<file path="config.mk">
export PLATFORM = sky130hd
export DESIGN_NAME = lcd_init_and_window_fill_sequencer
export DESIGN_NICKNAME = d
export VERILOG_FILES = /design/src/design/lcdseq_pkg.sv /design/src/design/lcdseq_front.sv /design/src/design/lcdseq_queue.sv /design/src/design/lcdseq_back.sv /design/src/design/lcd_init_and_window_fill_sequencer.sv
export VERILOG_INCLUDE_DIRS = /design/src /design/src/design
export SDC_FILE = /design/constraint.sdc
export NUM_CORES = 1
export LEC_CHECK = 0
export BUFFER_PORTS_ARGS = -buffer_cell sky130_fd_sc_hd__buf_2
export CAP_MARGIN = 20
export CORE_MARGIN = 2
export CORE_UTILIZATION = 68
export CTS_BUF_LIST = sky130_fd_sc_hd__clkbuf_8 sky130_fd_sc_hd__clkbuf_16
export DETAILED_ROUTE_END_ITERATION = 12
export PLACE_DENSITY = 0.86
export SLEW_MARGIN = 20
export SYNTH_ARGS = -nofsm -noshare
export SYNTH_HDL_FRONTEND = slang
export SYNTH_SLANG_ARGS = --single-unit
export TNS_END_PERCENT = 30
</file>
<file path="constraint.sdc">
create_clock -name clock -period 19 [get_ports clock]
set_input_delay 3.8 -clock clock [delete_from_list [all_inputs] [get_ports clock]]
set_output_delay 3.8 -clock clock [all_outputs]
set_load 0.01 [all_outputs]
</file>
<file path="src/design/lcd_init_and_window_fill_sequencer_macros.svh">
// Assertion macros shared by the sequencer modules.
`ifndef LCD_INIT_AND_WINDOW_FILL_SEQUENCER_MACROS_SVH
`define LCD_INIT_AND_WINDOW_FILL_SEQUENCER_MACROS_SVH

// Same-cycle implication, checked outside reset.
`define LCDSEQ_ASSERT_NOW(label, clk, rst, ante, cons) \
   label: assert property (@(posedge clk) disable iff (rst) (ante) |-> (cons)) \
      else $error("lcdseq: same-cycle check failed");

// Next-cycle implication, checked outside reset.
`define LCDSEQ_ASSERT_NEXT(label, clk, rst, ante, cons) \
   label: assert property (@(posedge clk) disable iff (rst) (ante) |=> (cons)) \
      else $error("lcdseq: next-cycle check failed");

`endif

</file>
<file path="src/design/lcdseq_pkg.sv">
// Types, codes and the init command table of the LCD sequencer.
package lcdseq_pkg;

   localparam int QUEUE_DEPTH_DEF = 2;

   localparam logic [1:0] KIND_TICK = 2'd0;
   localparam logic [1:0] KIND_INIT = 2'd1;
   localparam logic [1:0] KIND_FILL = 2'd2;

   localparam logic [5:0] INIT_LEN        = 6'd35;
   localparam logic [5:0] WINDOW_LEN      = 6'd11;
   localparam logic [5:0] WIN_STEP_CASET  = 6'd0;
   localparam logic [5:0] WIN_STEP_X0_HI  = 6'd1;
   localparam logic [5:0] WIN_STEP_X0_LO  = 6'd2;
   localparam logic [5:0] WIN_STEP_X1_HI  = 6'd3;
   localparam logic [5:0] WIN_STEP_X1_LO  = 6'd4;
   localparam logic [5:0] WIN_STEP_RASET  = 6'd5;
   localparam logic [5:0] WIN_STEP_Y0_HI  = 6'd6;
   localparam logic [5:0] WIN_STEP_Y0_LO  = 6'd7;
   localparam logic [5:0] WIN_STEP_Y1_HI  = 6'd8;
   localparam logic [5:0] WIN_STEP_Y1_LO  = 6'd9;
   localparam logic [5:0] WIN_STEP_RAMWR  = 6'd10;

   localparam logic [7:0] CMD_CASET = 8'h2A;
   localparam logic [7:0] CMD_RASET = 8'h2B;
   localparam logic [7:0] CMD_RAMWR = 8'h2C;

   typedef enum logic [1:0] {
      ACT_SEND    = 2'd0,
      ACT_RST_ON  = 2'd1,
      ACT_RST_OFF = 2'd2,
      ACT_WAIT    = 2'd3
   } action_type;

   typedef enum logic [1:0] {
      MODE_IDLE = 2'd0,
      MODE_INIT = 2'd1,
      MODE_FILL = 2'd2
   } mode_type;

   typedef enum logic [1:0] {
      CLS_TICK = 2'd0,
      CLS_INIT = 2'd1,
      CLS_FILL = 2'd2
   } class_type;

   // One classified item as it sits in the queue.
   typedef struct packed {
      class_type   cls;
      logic [15:0] x0;
      logic [15:0] x1;
      logic [15:0] y0;
      logic [15:0] y1;
      logic [15:0] color;
      logic [32:0] pixel_bytes;
   } entry_type;

   typedef struct packed {
      logic full;
      logic not_empty;
   } queue_status_type;

   typedef struct packed {
      action_type  action;
      logic [7:0]  value;
      logic        is_data;
   } init_entry_type;

   // Init table: action, byte or wait length, data flag.
   function automatic init_entry_type init_table(input logic [5:0] idx);
      init_entry_type e;
      case (idx)
         6'd0:  e = '{ACT_RST_ON,  8'd0,   1'b0};
         6'd1:  e = '{ACT_WAIT,    8'd20,  1'b0};
         6'd2:  e = '{ACT_RST_OFF, 8'd0,   1'b0};
         6'd3:  e = '{ACT_WAIT,    8'd20,  1'b0};
         6'd4:  e = '{ACT_SEND,    8'h36,  1'b0};
         6'd5:  e = '{ACT_SEND,    8'h60,  1'b1};
         6'd6:  e = '{ACT_SEND,    8'h3A,  1'b0};
         6'd7:  e = '{ACT_SEND,    8'h55,  1'b1};
         6'd8:  e = '{ACT_SEND,    8'hB2,  1'b0};
         6'd9:  e = '{ACT_SEND,    8'h0C,  1'b1};
         6'd10: e = '{ACT_SEND,    8'h0C,  1'b1};
         6'd11: e = '{ACT_SEND,    8'h00,  1'b1};
         6'd12: e = '{ACT_SEND,    8'h33,  1'b1};
         6'd13: e = '{ACT_SEND,    8'h33,  1'b1};
         6'd14: e = '{ACT_SEND,    8'hB7,  1'b0};
         6'd15: e = '{ACT_SEND,    8'h35,  1'b1};
         6'd16: e = '{ACT_SEND,    8'hBB,  1'b0};
         6'd17: e = '{ACT_SEND,    8'h2B,  1'b1};
         6'd18: e = '{ACT_SEND,    8'hC0,  1'b0};
         6'd19: e = '{ACT_SEND,    8'h2C,  1'b1};
         6'd20: e = '{ACT_SEND,    8'hC2,  1'b0};
         6'd21: e = '{ACT_SEND,    8'h01,  1'b1};
         6'd22: e = '{ACT_SEND,    8'hC3,  1'b0};
         6'd23: e = '{ACT_SEND,    8'h0B,  1'b1};
         6'd24: e = '{ACT_SEND,    8'hC4,  1'b0};
         6'd25: e = '{ACT_SEND,    8'h20,  1'b1};
         6'd26: e = '{ACT_SEND,    8'hC6,  1'b0};
         6'd27: e = '{ACT_SEND,    8'h0F,  1'b1};
         6'd28: e = '{ACT_SEND,    8'hD0,  1'b0};
         6'd29: e = '{ACT_SEND,    8'hA4,  1'b1};
         6'd30: e = '{ACT_SEND,    8'hA1,  1'b1};
         6'd31: e = '{ACT_SEND,    8'h21,  1'b0};
         6'd32: e = '{ACT_SEND,    8'h11,  1'b0};
         6'd33: e = '{ACT_WAIT,    8'd120, 1'b0};
         6'd34: e = '{ACT_SEND,    8'h29,  1'b0};
         default: e = '{ACT_SEND,  8'd0,   1'b0};
      endcase
      return e;
   endfunction

endpackage

</file>
<file path="src/design/lcdseq_front.sv">
// Front end: classifies accepted items and precomputes the fill window.
module lcdseq_front (
   input  logic                         req_valid,
   input  logic [1:0]                   req_kind,
   input  logic [15:0]                  req_x_origin,
   input  logic [15:0]                  req_y_origin,
   input  logic [15:0]                  req_rect_width,
   input  logic [15:0]                  req_rect_height,
   input  logic [15:0]                  req_pixel_color,
   input  lcdseq_pkg::queue_status_type q_status,
   output logic                         req_stall,
   output logic                         push,
   output lcdseq_pkg::entry_type        push_entry
);
   import lcdseq_pkg::*;

   logic        accept;
   logic [31:0] pixel_count;

   assign req_stall   = q_status.full;
   assign accept      = req_valid & ~q_status.full;
   assign pixel_count = 32'(req_rect_width) * 32'(req_rect_height);

   always_comb begin
      push             = 1'b0;
      push_entry.cls   = CLS_TICK;
      push_entry.x0    = req_x_origin;
      push_entry.x1    = req_x_origin + req_rect_width - 16'd1;
      push_entry.y0    = req_y_origin;
      push_entry.y1    = req_y_origin + req_rect_height - 16'd1;
      push_entry.color = req_pixel_color;
      push_entry.pixel_bytes = {pixel_count, 1'b0};
      case (req_kind)
         KIND_TICK: begin
            push           = accept;
            push_entry.cls = CLS_TICK;
         end
         KIND_INIT: begin
            push           = accept;
            push_entry.cls = CLS_INIT;
         end
         KIND_FILL: begin
            push           = accept;
            push_entry.cls = CLS_FILL;
         end
         // unused kind: take it and drop it
         default: push = 1'b0;
      endcase
   end

endmodule

</file>
<file path="src/design/lcdseq_queue.sv">
// Short queue of classified items between front and back.
`include "lcd_init_and_window_fill_sequencer_macros.svh"
module lcdseq_queue #(
   parameter int DEPTH = lcdseq_pkg::QUEUE_DEPTH_DEF
) (
   input  logic                         clock,
   input  logic                         reset,
   input  logic                         push,
   input  lcdseq_pkg::entry_type        push_entry,
   input  logic                         pop,
   output lcdseq_pkg::entry_type        head_entry,
   output lcdseq_pkg::queue_status_type status
);
   import lcdseq_pkg::*;

   localparam int PTR_W = (DEPTH > 1) ? $clog2(DEPTH) : 1;
   localparam int CNT_W = $clog2(DEPTH + 1);
   localparam logic [PTR_W-1:0] PTR_LAST = PTR_W'(DEPTH - 1);
   localparam logic [CNT_W-1:0] CNT_FULL = CNT_W'(DEPTH);

   entry_type        mem_ff [DEPTH];
   logic [PTR_W-1:0] wr_ptr_ff, wr_ptr_in;
   logic [PTR_W-1:0] rd_ptr_ff, rd_ptr_in;
   logic [CNT_W-1:0] count_ff, count_in;

   assign status.full      = (count_ff == CNT_FULL);
   assign status.not_empty = (count_ff != '0);
   assign head_entry       = mem_ff[rd_ptr_ff];

   always_comb begin
      wr_ptr_in = wr_ptr_ff;
      rd_ptr_in = rd_ptr_ff;
      count_in  = count_ff;
      if (push) begin
         wr_ptr_in = (wr_ptr_ff == PTR_LAST) ? '0 : wr_ptr_ff + 1'b1;
      end
      if (pop) begin
         rd_ptr_in = (rd_ptr_ff == PTR_LAST) ? '0 : rd_ptr_ff + 1'b1;
      end
      case ({push, pop})
         2'b10:   count_in = count_ff + 1'b1;
         2'b01:   count_in = count_ff - 1'b1;
         default: count_in = count_ff;
      endcase
   end

   always_ff @(posedge clock) begin
      if (reset) begin
         wr_ptr_ff <= '0;
         rd_ptr_ff <= '0;
         count_ff  <= '0;
      end else begin
         wr_ptr_ff <= wr_ptr_in;
         rd_ptr_ff <= rd_ptr_in;
         count_ff  <= count_in;
      end
   end

   always_ff @(posedge clock) begin
      if (push) begin
         mem_ff[wr_ptr_ff] <= push_entry;
      end
   end

   `LCDSEQ_ASSERT_NOW(a_count_bound, clock, reset, 1'b1, count_ff <= CNT_FULL)
   `LCDSEQ_ASSERT_NOW(a_no_push_full, clock, reset, push, count_ff != CNT_FULL)
   `LCDSEQ_ASSERT_NOW(a_no_pop_empty, clock, reset, pop, count_ff != '0)

endmodule

</file>
<file path="src/design/lcdseq_back.sv">
// Back end: runs init table and window fill, one action per tick item.
`include "lcd_init_and_window_fill_sequencer_macros.svh"
module lcdseq_back (
   input  logic                         clock,
   input  logic                         reset,
   input  lcdseq_pkg::queue_status_type q_status,
   input  lcdseq_pkg::entry_type        head_entry,
   output logic                         pop,
   output logic                         rsp_valid,
   input  logic                         rsp_stall,
   output logic [1:0]                   rsp_action,
   output logic [7:0]                   rsp_byte_value,
   output logic                         rsp_is_data,
   output logic                         rsp_frame_end,
   output logic [6:0]                   rsp_wait_ms,
   output logic                         rsp_last
);
   import lcdseq_pkg::*;

   mode_type    mode_ff, mode_in;
   logic [5:0]  step_ff, step_in;
   logic [15:0] x0_ff, x0_in, x1_ff, x1_in, y0_ff, y0_in, y1_ff, y1_in;
   logic [15:0] color_ff, color_in;
   logic [32:0] left_ff, left_in;

   logic        rsp_valid_ff, rsp_valid_in;
   action_type  act_ff, act_in;
   logic [7:0]  byte_ff, byte_in;
   logic        dc_ff, dc_in;
   logic        fe_ff, fe_in;
   logic [6:0]  ms_ff, ms_in;
   logic        last_ff, last_in;

   logic           out_free;
   logic           emit;
   init_entry_type tab;

   assign out_free = ~rsp_valid_ff | ~rsp_stall;
   assign pop      = q_status.not_empty & out_free;
   assign tab      = init_table(step_ff);

   always_comb begin
      mode_in  = mode_ff;
      step_in  = step_ff;
      x0_in    = x0_ff;
      x1_in    = x1_ff;
      y0_in    = y0_ff;
      y1_in    = y1_ff;
      color_in = color_ff;
      left_in  = left_ff;
      emit     = 1'b0;
      act_in   = ACT_SEND;
      byte_in  = 8'd0;
      dc_in    = 1'b0;
      fe_in    = 1'b0;
      ms_in    = 7'd0;
      last_in  = 1'b0;

      if (pop) begin
         case (head_entry.cls)
            CLS_INIT: begin
               if (mode_ff == MODE_IDLE) begin
                  mode_in = MODE_INIT;
                  step_in = 6'd0;
               end
            end
            CLS_FILL: begin
               if (mode_ff == MODE_IDLE) begin
                  mode_in  = MODE_FILL;
                  step_in  = 6'd0;
                  x0_in    = head_entry.x0;
                  x1_in    = head_entry.x1;
                  y0_in    = head_entry.y0;
                  y1_in    = head_entry.y1;
                  color_in = head_entry.color;
                  left_in  = head_entry.pixel_bytes;
               end
            end
            CLS_TICK: begin
               case (mode_ff)
                  MODE_INIT: begin
                     if (step_ff >= INIT_LEN) begin
                        mode_in = MODE_IDLE;
                        step_in = 6'd0;
                     end else begin
                        emit    = 1'b1;
                        act_in  = tab.action;
                        last_in = (step_ff == INIT_LEN - 6'd1);
                        case (tab.action)
                           ACT_SEND: begin
                              byte_in = tab.value;
                              dc_in   = tab.is_data;
                              fe_in   = 1'b1;
                           end
                           ACT_WAIT: ms_in = tab.value[6:0];
                           default:  ms_in = 7'd0;
                        endcase
                        step_in = step_ff + 6'd1;
                        if (last_in) begin
                           mode_in = MODE_IDLE;
                           step_in = 6'd0;
                        end
                     end
                  end
                  MODE_FILL: begin
                     if (step_ff < WINDOW_LEN) begin
                        emit   = 1'b1;
                        act_in = ACT_SEND;
                        fe_in  = 1'b1;
                        dc_in  = 1'b1;
                        case (step_ff)
                           WIN_STEP_CASET: begin
                              byte_in = CMD_CASET;
                              dc_in   = 1'b0;
                           end
                           WIN_STEP_X0_HI: byte_in = x0_ff[15:8];
                           WIN_STEP_X0_LO: byte_in = x0_ff[7:0];
                           WIN_STEP_X1_HI: byte_in = x1_ff[15:8];
                           WIN_STEP_X1_LO: byte_in = x1_ff[7:0];
                           WIN_STEP_RASET: begin
                              byte_in = CMD_RASET;
                              dc_in   = 1'b0;
                           end
                           WIN_STEP_Y0_HI: byte_in = y0_ff[15:8];
                           WIN_STEP_Y0_LO: byte_in = y0_ff[7:0];
                           WIN_STEP_Y1_HI: byte_in = y1_ff[15:8];
                           WIN_STEP_Y1_LO: byte_in = y1_ff[7:0];
                           WIN_STEP_RAMWR: begin
                              byte_in = CMD_RAMWR;
                              dc_in   = 1'b0;
                              // empty rectangle ends on the write command
                              last_in = (left_ff == '0);
                           end
                           default: byte_in = 8'd0;
                        endcase
                        step_in = step_ff + 6'd1;
                        if (last_in) begin
                           mode_in = MODE_IDLE;
                           step_in = 6'd0;
                        end
                     end else if (left_ff == '0) begin
                        mode_in = MODE_IDLE;
                        step_in = 6'd0;
                     end else begin
                        emit    = 1'b1;
                        act_in  = ACT_SEND;
                        // odd count left: low byte, high byte goes first
                        byte_in = left_ff[0] ? color_ff[7:0] : color_ff[15:8];
                        dc_in   = 1'b1;
                        fe_in   = (left_ff == 33'd1);
                        last_in = fe_in;
                        left_in = left_ff - 33'd1;
                        if (fe_in) begin
                           mode_in = MODE_IDLE;
                           step_in = 6'd0;
                        end
                     end
                  end
                  default: emit = 1'b0;
               endcase
            end
            default: emit = 1'b0;
         endcase
      end

      rsp_valid_in = emit | (rsp_valid_ff & rsp_stall);
   end

   always_ff @(posedge clock) begin
      if (reset) begin
         mode_ff      <= MODE_IDLE;
         step_ff      <= 6'd0;
         left_ff      <= '0;
         rsp_valid_ff <= 1'b0;
      end else begin
         mode_ff      <= mode_in;
         step_ff      <= step_in;
         left_ff      <= left_in;
         rsp_valid_ff <= rsp_valid_in;
      end
   end

   always_ff @(posedge clock) begin
      x0_ff    <= x0_in;
      x1_ff    <= x1_in;
      y0_ff    <= y0_in;
      y1_ff    <= y1_in;
      color_ff <= color_in;
      if (emit) begin
         act_ff  <= act_in;
         byte_ff <= byte_in;
         dc_ff   <= dc_in;
         fe_ff   <= fe_in;
         ms_ff   <= ms_in;
         last_ff <= last_in;
      end
   end

   assign rsp_valid      = rsp_valid_ff;
   assign rsp_action     = act_ff;
   assign rsp_byte_value = byte_ff;
   assign rsp_is_data    = dc_ff;
   assign rsp_frame_end  = fe_ff;
   assign rsp_wait_ms    = ms_ff;
   assign rsp_last       = last_ff;

   `LCDSEQ_ASSERT_NOW(a_idle_step_zero, clock, reset, mode_ff == MODE_IDLE, step_ff == 6'd0)
   `LCDSEQ_ASSERT_NOW(a_init_step_range, clock, reset, mode_ff == MODE_INIT,
                      step_ff < INIT_LEN)
   `LCDSEQ_ASSERT_NOW(a_fill_pixels_left, clock, reset,
                      (mode_ff == MODE_FILL) && (step_ff >= WINDOW_LEN), left_ff != '0)
   `LCDSEQ_ASSERT_NEXT(a_last_goes_idle, clock, reset, emit && last_in,
                       mode_ff == MODE_IDLE)

endmodule

</file>
<file path="src/design/lcd_init_and_window_fill_sequencer.sv">
// Top level of the LCD init and window fill sequencer.
//
//   channel | direction | handshake            | payload
//   req_    | in        | req_valid/req_stall  | kind, origin, size, color
//   rsp_    | out       | rsp_valid/rsp_stall  | action, byte, D/C, frame end, wait, last
//
// The back end takes one item per cycle while no result waits on rsp_stall.
// An accepted tick shows its action after the queue write, then the output register.
// Reset is synchronous, active high, and empties the queue and returns to idle.
// req_stall rises only when the queue is full; the back end holds while rsp_ is stalled.
// Start items and ticks while idle drain through the queue without a result.
module lcd_init_and_window_fill_sequencer #(
   parameter int QUEUE_DEPTH = lcdseq_pkg::QUEUE_DEPTH_DEF
) (
   input  logic        clock,
   input  logic        reset,
   input  logic        req_valid,
   output logic        req_stall,
   input  logic [1:0]  req_kind,
   input  logic [15:0] req_x_origin,
   input  logic [15:0] req_y_origin,
   input  logic [15:0] req_rect_width,
   input  logic [15:0] req_rect_height,
   input  logic [15:0] req_pixel_color,
   output logic        rsp_valid,
   input  logic        rsp_stall,
   output logic [1:0]  rsp_action,
   output logic [7:0]  rsp_byte_value,
   output logic        rsp_is_data,
   output logic        rsp_frame_end,
   output logic [6:0]  rsp_wait_ms,
   output logic        rsp_last
);
   import lcdseq_pkg::*;

   queue_status_type q_status;
   entry_type        push_entry;
   entry_type        head_entry;
   logic             push;
   logic             pop;

   lcdseq_front u_front (
      .req_valid       (req_valid),
      .req_kind        (req_kind),
      .req_x_origin    (req_x_origin),
      .req_y_origin    (req_y_origin),
      .req_rect_width  (req_rect_width),
      .req_rect_height (req_rect_height),
      .req_pixel_color (req_pixel_color),
      .q_status        (q_status),
      .req_stall       (req_stall),
      .push            (push),
      .push_entry      (push_entry)
   );

   lcdseq_queue #(
      .DEPTH (QUEUE_DEPTH)
   ) u_queue (
      .clock      (clock),
      .reset      (reset),
      .push       (push),
      .push_entry (push_entry),
      .pop        (pop),
      .head_entry (head_entry),
      .status     (q_status)
   );

   lcdseq_back u_back (
      .clock          (clock),
      .reset          (reset),
      .q_status       (q_status),
      .head_entry     (head_entry),
      .pop            (pop),
      .rsp_valid      (rsp_valid),
      .rsp_stall      (rsp_stall),
      .rsp_action     (rsp_action),
      .rsp_byte_value (rsp_byte_value),
      .rsp_is_data    (rsp_is_data),
      .rsp_frame_end  (rsp_frame_end),
      .rsp_wait_ms    (rsp_wait_ms),
      .rsp_last       (rsp_last)
   );

endmodule
</file>
==> impl_results.md <==
- Max IR drop VDD: 0.0001941 V
- Largest area contributor in the netlist: edfxtp_1
- Synth Flop Type: edfxtp_1
- Routed length on met1: between 20,000 and 30,000 µm
- Grt total ovfl: 0
- Status: complete, no violations
- Drt drc: 0
- H-tree depth: 2
- Post-CTS Setup Inserts: 0
- Final #Nets: between 2,000 and 3,000
- Commonest non-fill, non-tap cells in the layout: 387 x inv_1, 328 x edfxtp_1, 247 x nand2_1, 196 x fa_1, 187 x nor2_1
- DP Worst Slack: 8809 ps
- Syn Std Cell Area: approximately 26,000 µm²
- Max stage delay on crit path: 620 ps
- Final setup vio count: 0
- Pin count of the biggest net entering global routing: 81
- RSZ-0062 raised after global routing: no
- Antenna-violating nets left: 0
- TritonCTS clock tree: built
- Crit Path Category: in2reg
- Post-synth top area share: 0.3770
- Synth Warn #: 0
- Layout cells sized above 1: 0.1174
- Core box area: roughly 38,000 µm²
- MaxCap Viol Count: 0
- Initial DRC Count: 1,597
- Initial Util: 0.6919
- Synth cell types: 81
- Vias post-DR: approximately 18,000
- Syn Inst Count: 2,410
- Final min period: 9799 ps
- Worst path depth: 22
- 1st-pass router iterations: 5
- Crit start category: input port
- Max Used Layer: met5
- Number of buffers added on ports: 107
- Largest cells by area after synthesis: edfxtp_1 38%, fa_1 15%, ha_1 8.8%
- Layout area overhead: 8.597%
- Slew headroom: 0.2366
- Critical Path Fanout Max: 15
- Overall Global Routing Usage: 0.3445
- Worst hold stages: 2
- Critical path arrival: 10,080 ps
- Cell Chain, Critical Path: buf_2, inv_1, nor2_1, fa_1, inv_1, fa_1, fa_1, inv_1, fa_1, fa_1, inv_1, fa_1, inv_1, ha_1, a2111oi_0, nand2_1, a311oi_1, o21ai_0, a31oi_1, o21ai_0, mux2i_1, nand3_1
- Final worst slack: between 9000 and 10,000 ps
- Worst Reg-to-Reg Cells: 11
- Wire length on met2: 31,190 µm
- Hold-fix buffers, CTS: 0
- Commonest non-fill, non-tap cell in the layout: inv_1
- Ys async rst share: 0
- Die Area: 40,000 µm²
- Worst-path clk slew: 60 ps
- CTS max path bufs: 3
- Post-synth EDFFs: 328
- Number of global-route vias before repair: 18,760
- Setup TNS Final: 0 ps
- Final Max Tran Viols: 0
- Worst-margin pin slew: roughly 1100 ps
- Pwr per Cell Area: 171.8 nW/µm²
- Syn_nets: 2,876
- Final worst-path cycle share: 0.5157
- WL final: 66,130 µm
- Root Driver: clkbuf_16
- Via density: 6.103
- Metal3 WL: 5656 µm
- Max frequency: between 100 and 150 MHz
- CP Capture Type: flip-flop
- Antenna violations before repair: 5
- Cell mode on critical path: fa_1
- FP Rows: 71
- Final setup skew: 17.60 ps
- Syn avg cell area: 10.84 µm²
- Sink Count: 386
- RePlAce Congestion: 0.9655
- HP Class: reg2reg
- Number of gates resized after CTS: 0
- Die extent in x: about 200 µm
- Final hold vios: 0
- Die height: 200.0 µm
- Dpl hpwl: 48,010 µm
- Yosys reg bits: 386
- Io pins: 108
- CTS Buf Count: 40
- Sequential fraction of the synthesis area: 0.4215
- First-pass GRT wire length: 103,000 µm
- Total power: 4.875 mW
- CP required: 19,280 ps
- Fill cell count: 2,467
- CP delay by family, top: adder cells
- CP Buf/Inv Count: 6
- Worst path slowest cell: a2111oi_0
- Lkg Pwr: approximately 12 nW
- DR WL/cell: 21.92 µm
- Skew-Pair Late Insertion Delay: 550 ps
flip-flops by register name, summed over array words and instances, names as in the netlist, 11 cells and up, named ones only:
register / flops
u_back.color_ff: 16
u_back.x1_ff: 16
u_back.tab: 11
u_back.y0_ff: 16
u_back.x0_ff: 16
u_back.left_ff: 33
u_back.y1_ff: 16
u_queue.mem_ff: 228
report_power, final:
group	leakage (nW)	switching, mW	internal, mW
Clock	0.673	0.316	0.474
Combinational	7.85	1.64	1.06
Sequential	3.54	0.0790	1.31
final timing paths:
check                     startpoint               endpoint  slack, ps
setup / recovery  req_rect_height[4]  u_queue.mem_ff[1][30]       9200
hold / removal    u_back.left_ff[22]     u_back.left_ff[22]        480
hold reg to reg   u_back.left_ff[22]     u_back.left_ff[22]        480
setup reg to reg           flip-flop          u_back.tab[5]      14110
cell type report:
type,instances,area [µm²],share of cell area
multi-input combinational,1543,13320,0.4695
sequential,386,11010,0.3882
inverter,389,1460,0.05147
clock buffer,45,1081,0.03811
tap,511,639.4,0.02254
timing repair buffer,117,610.6,0.02152
clock inverter,24,239.0,0.008424
antenna,2,5.005,0.0001764
kinds of logic after synthesis:
logic type	count (synthesis)	synth area share
mux	131	0.05527
fa+ha+maj	380	0.2383
compound gates	348	0.08650
flops	386	0.4215
xor+xnor	62	0.02107
simple gates	622	0.1072
buf+inv	481	0.07012
per-stage QoR:
step                      hold slack, ps  utilization  std cells  instance area (µm²)
after global routing               507.4       0.7514       3016                28370
after global placement             445.7       0.7161       2946                27040
final                              482.6       0.7514       3017                28370
after detailed placement           455.2       0.7161       2946                27040
after CTS                          474.6       0.7511       3015                28360
after floorplan                    434.9            -       2410                26120
cells in the mapped netlist, types with 15 or more instances:
cell type    n
and3_1      22
clkbuf_1    70
nand2_1    247
ha_1       184
inv_1      382
xnor2_1     48
mux2i_1     34
mux2_2      94
a22oi_1     22
a211oi_1    27
nor2_1     189
buf_1       15
nor3_1      41
dfxtp_1     58
a21oi_1     88
nand3_1     25
edfxtp_1   328
o21ai_0     75
fa_1       196
and2_1      23
layer usage:
layer,up-vias,global-route usage
met5,-,0
met3,175,0.06922
met1,8973,0.4507
met4,8,0.1476
met2,936,0.5653
li1,8320,-
tightest hold or removal path, cell delays in order, from the launching register on:
cell and delay (ps):
dfxtp_1 330, nand2_1 60, a21oi_1 50
No activity file was read; power rests on OpenSTA's default activity.
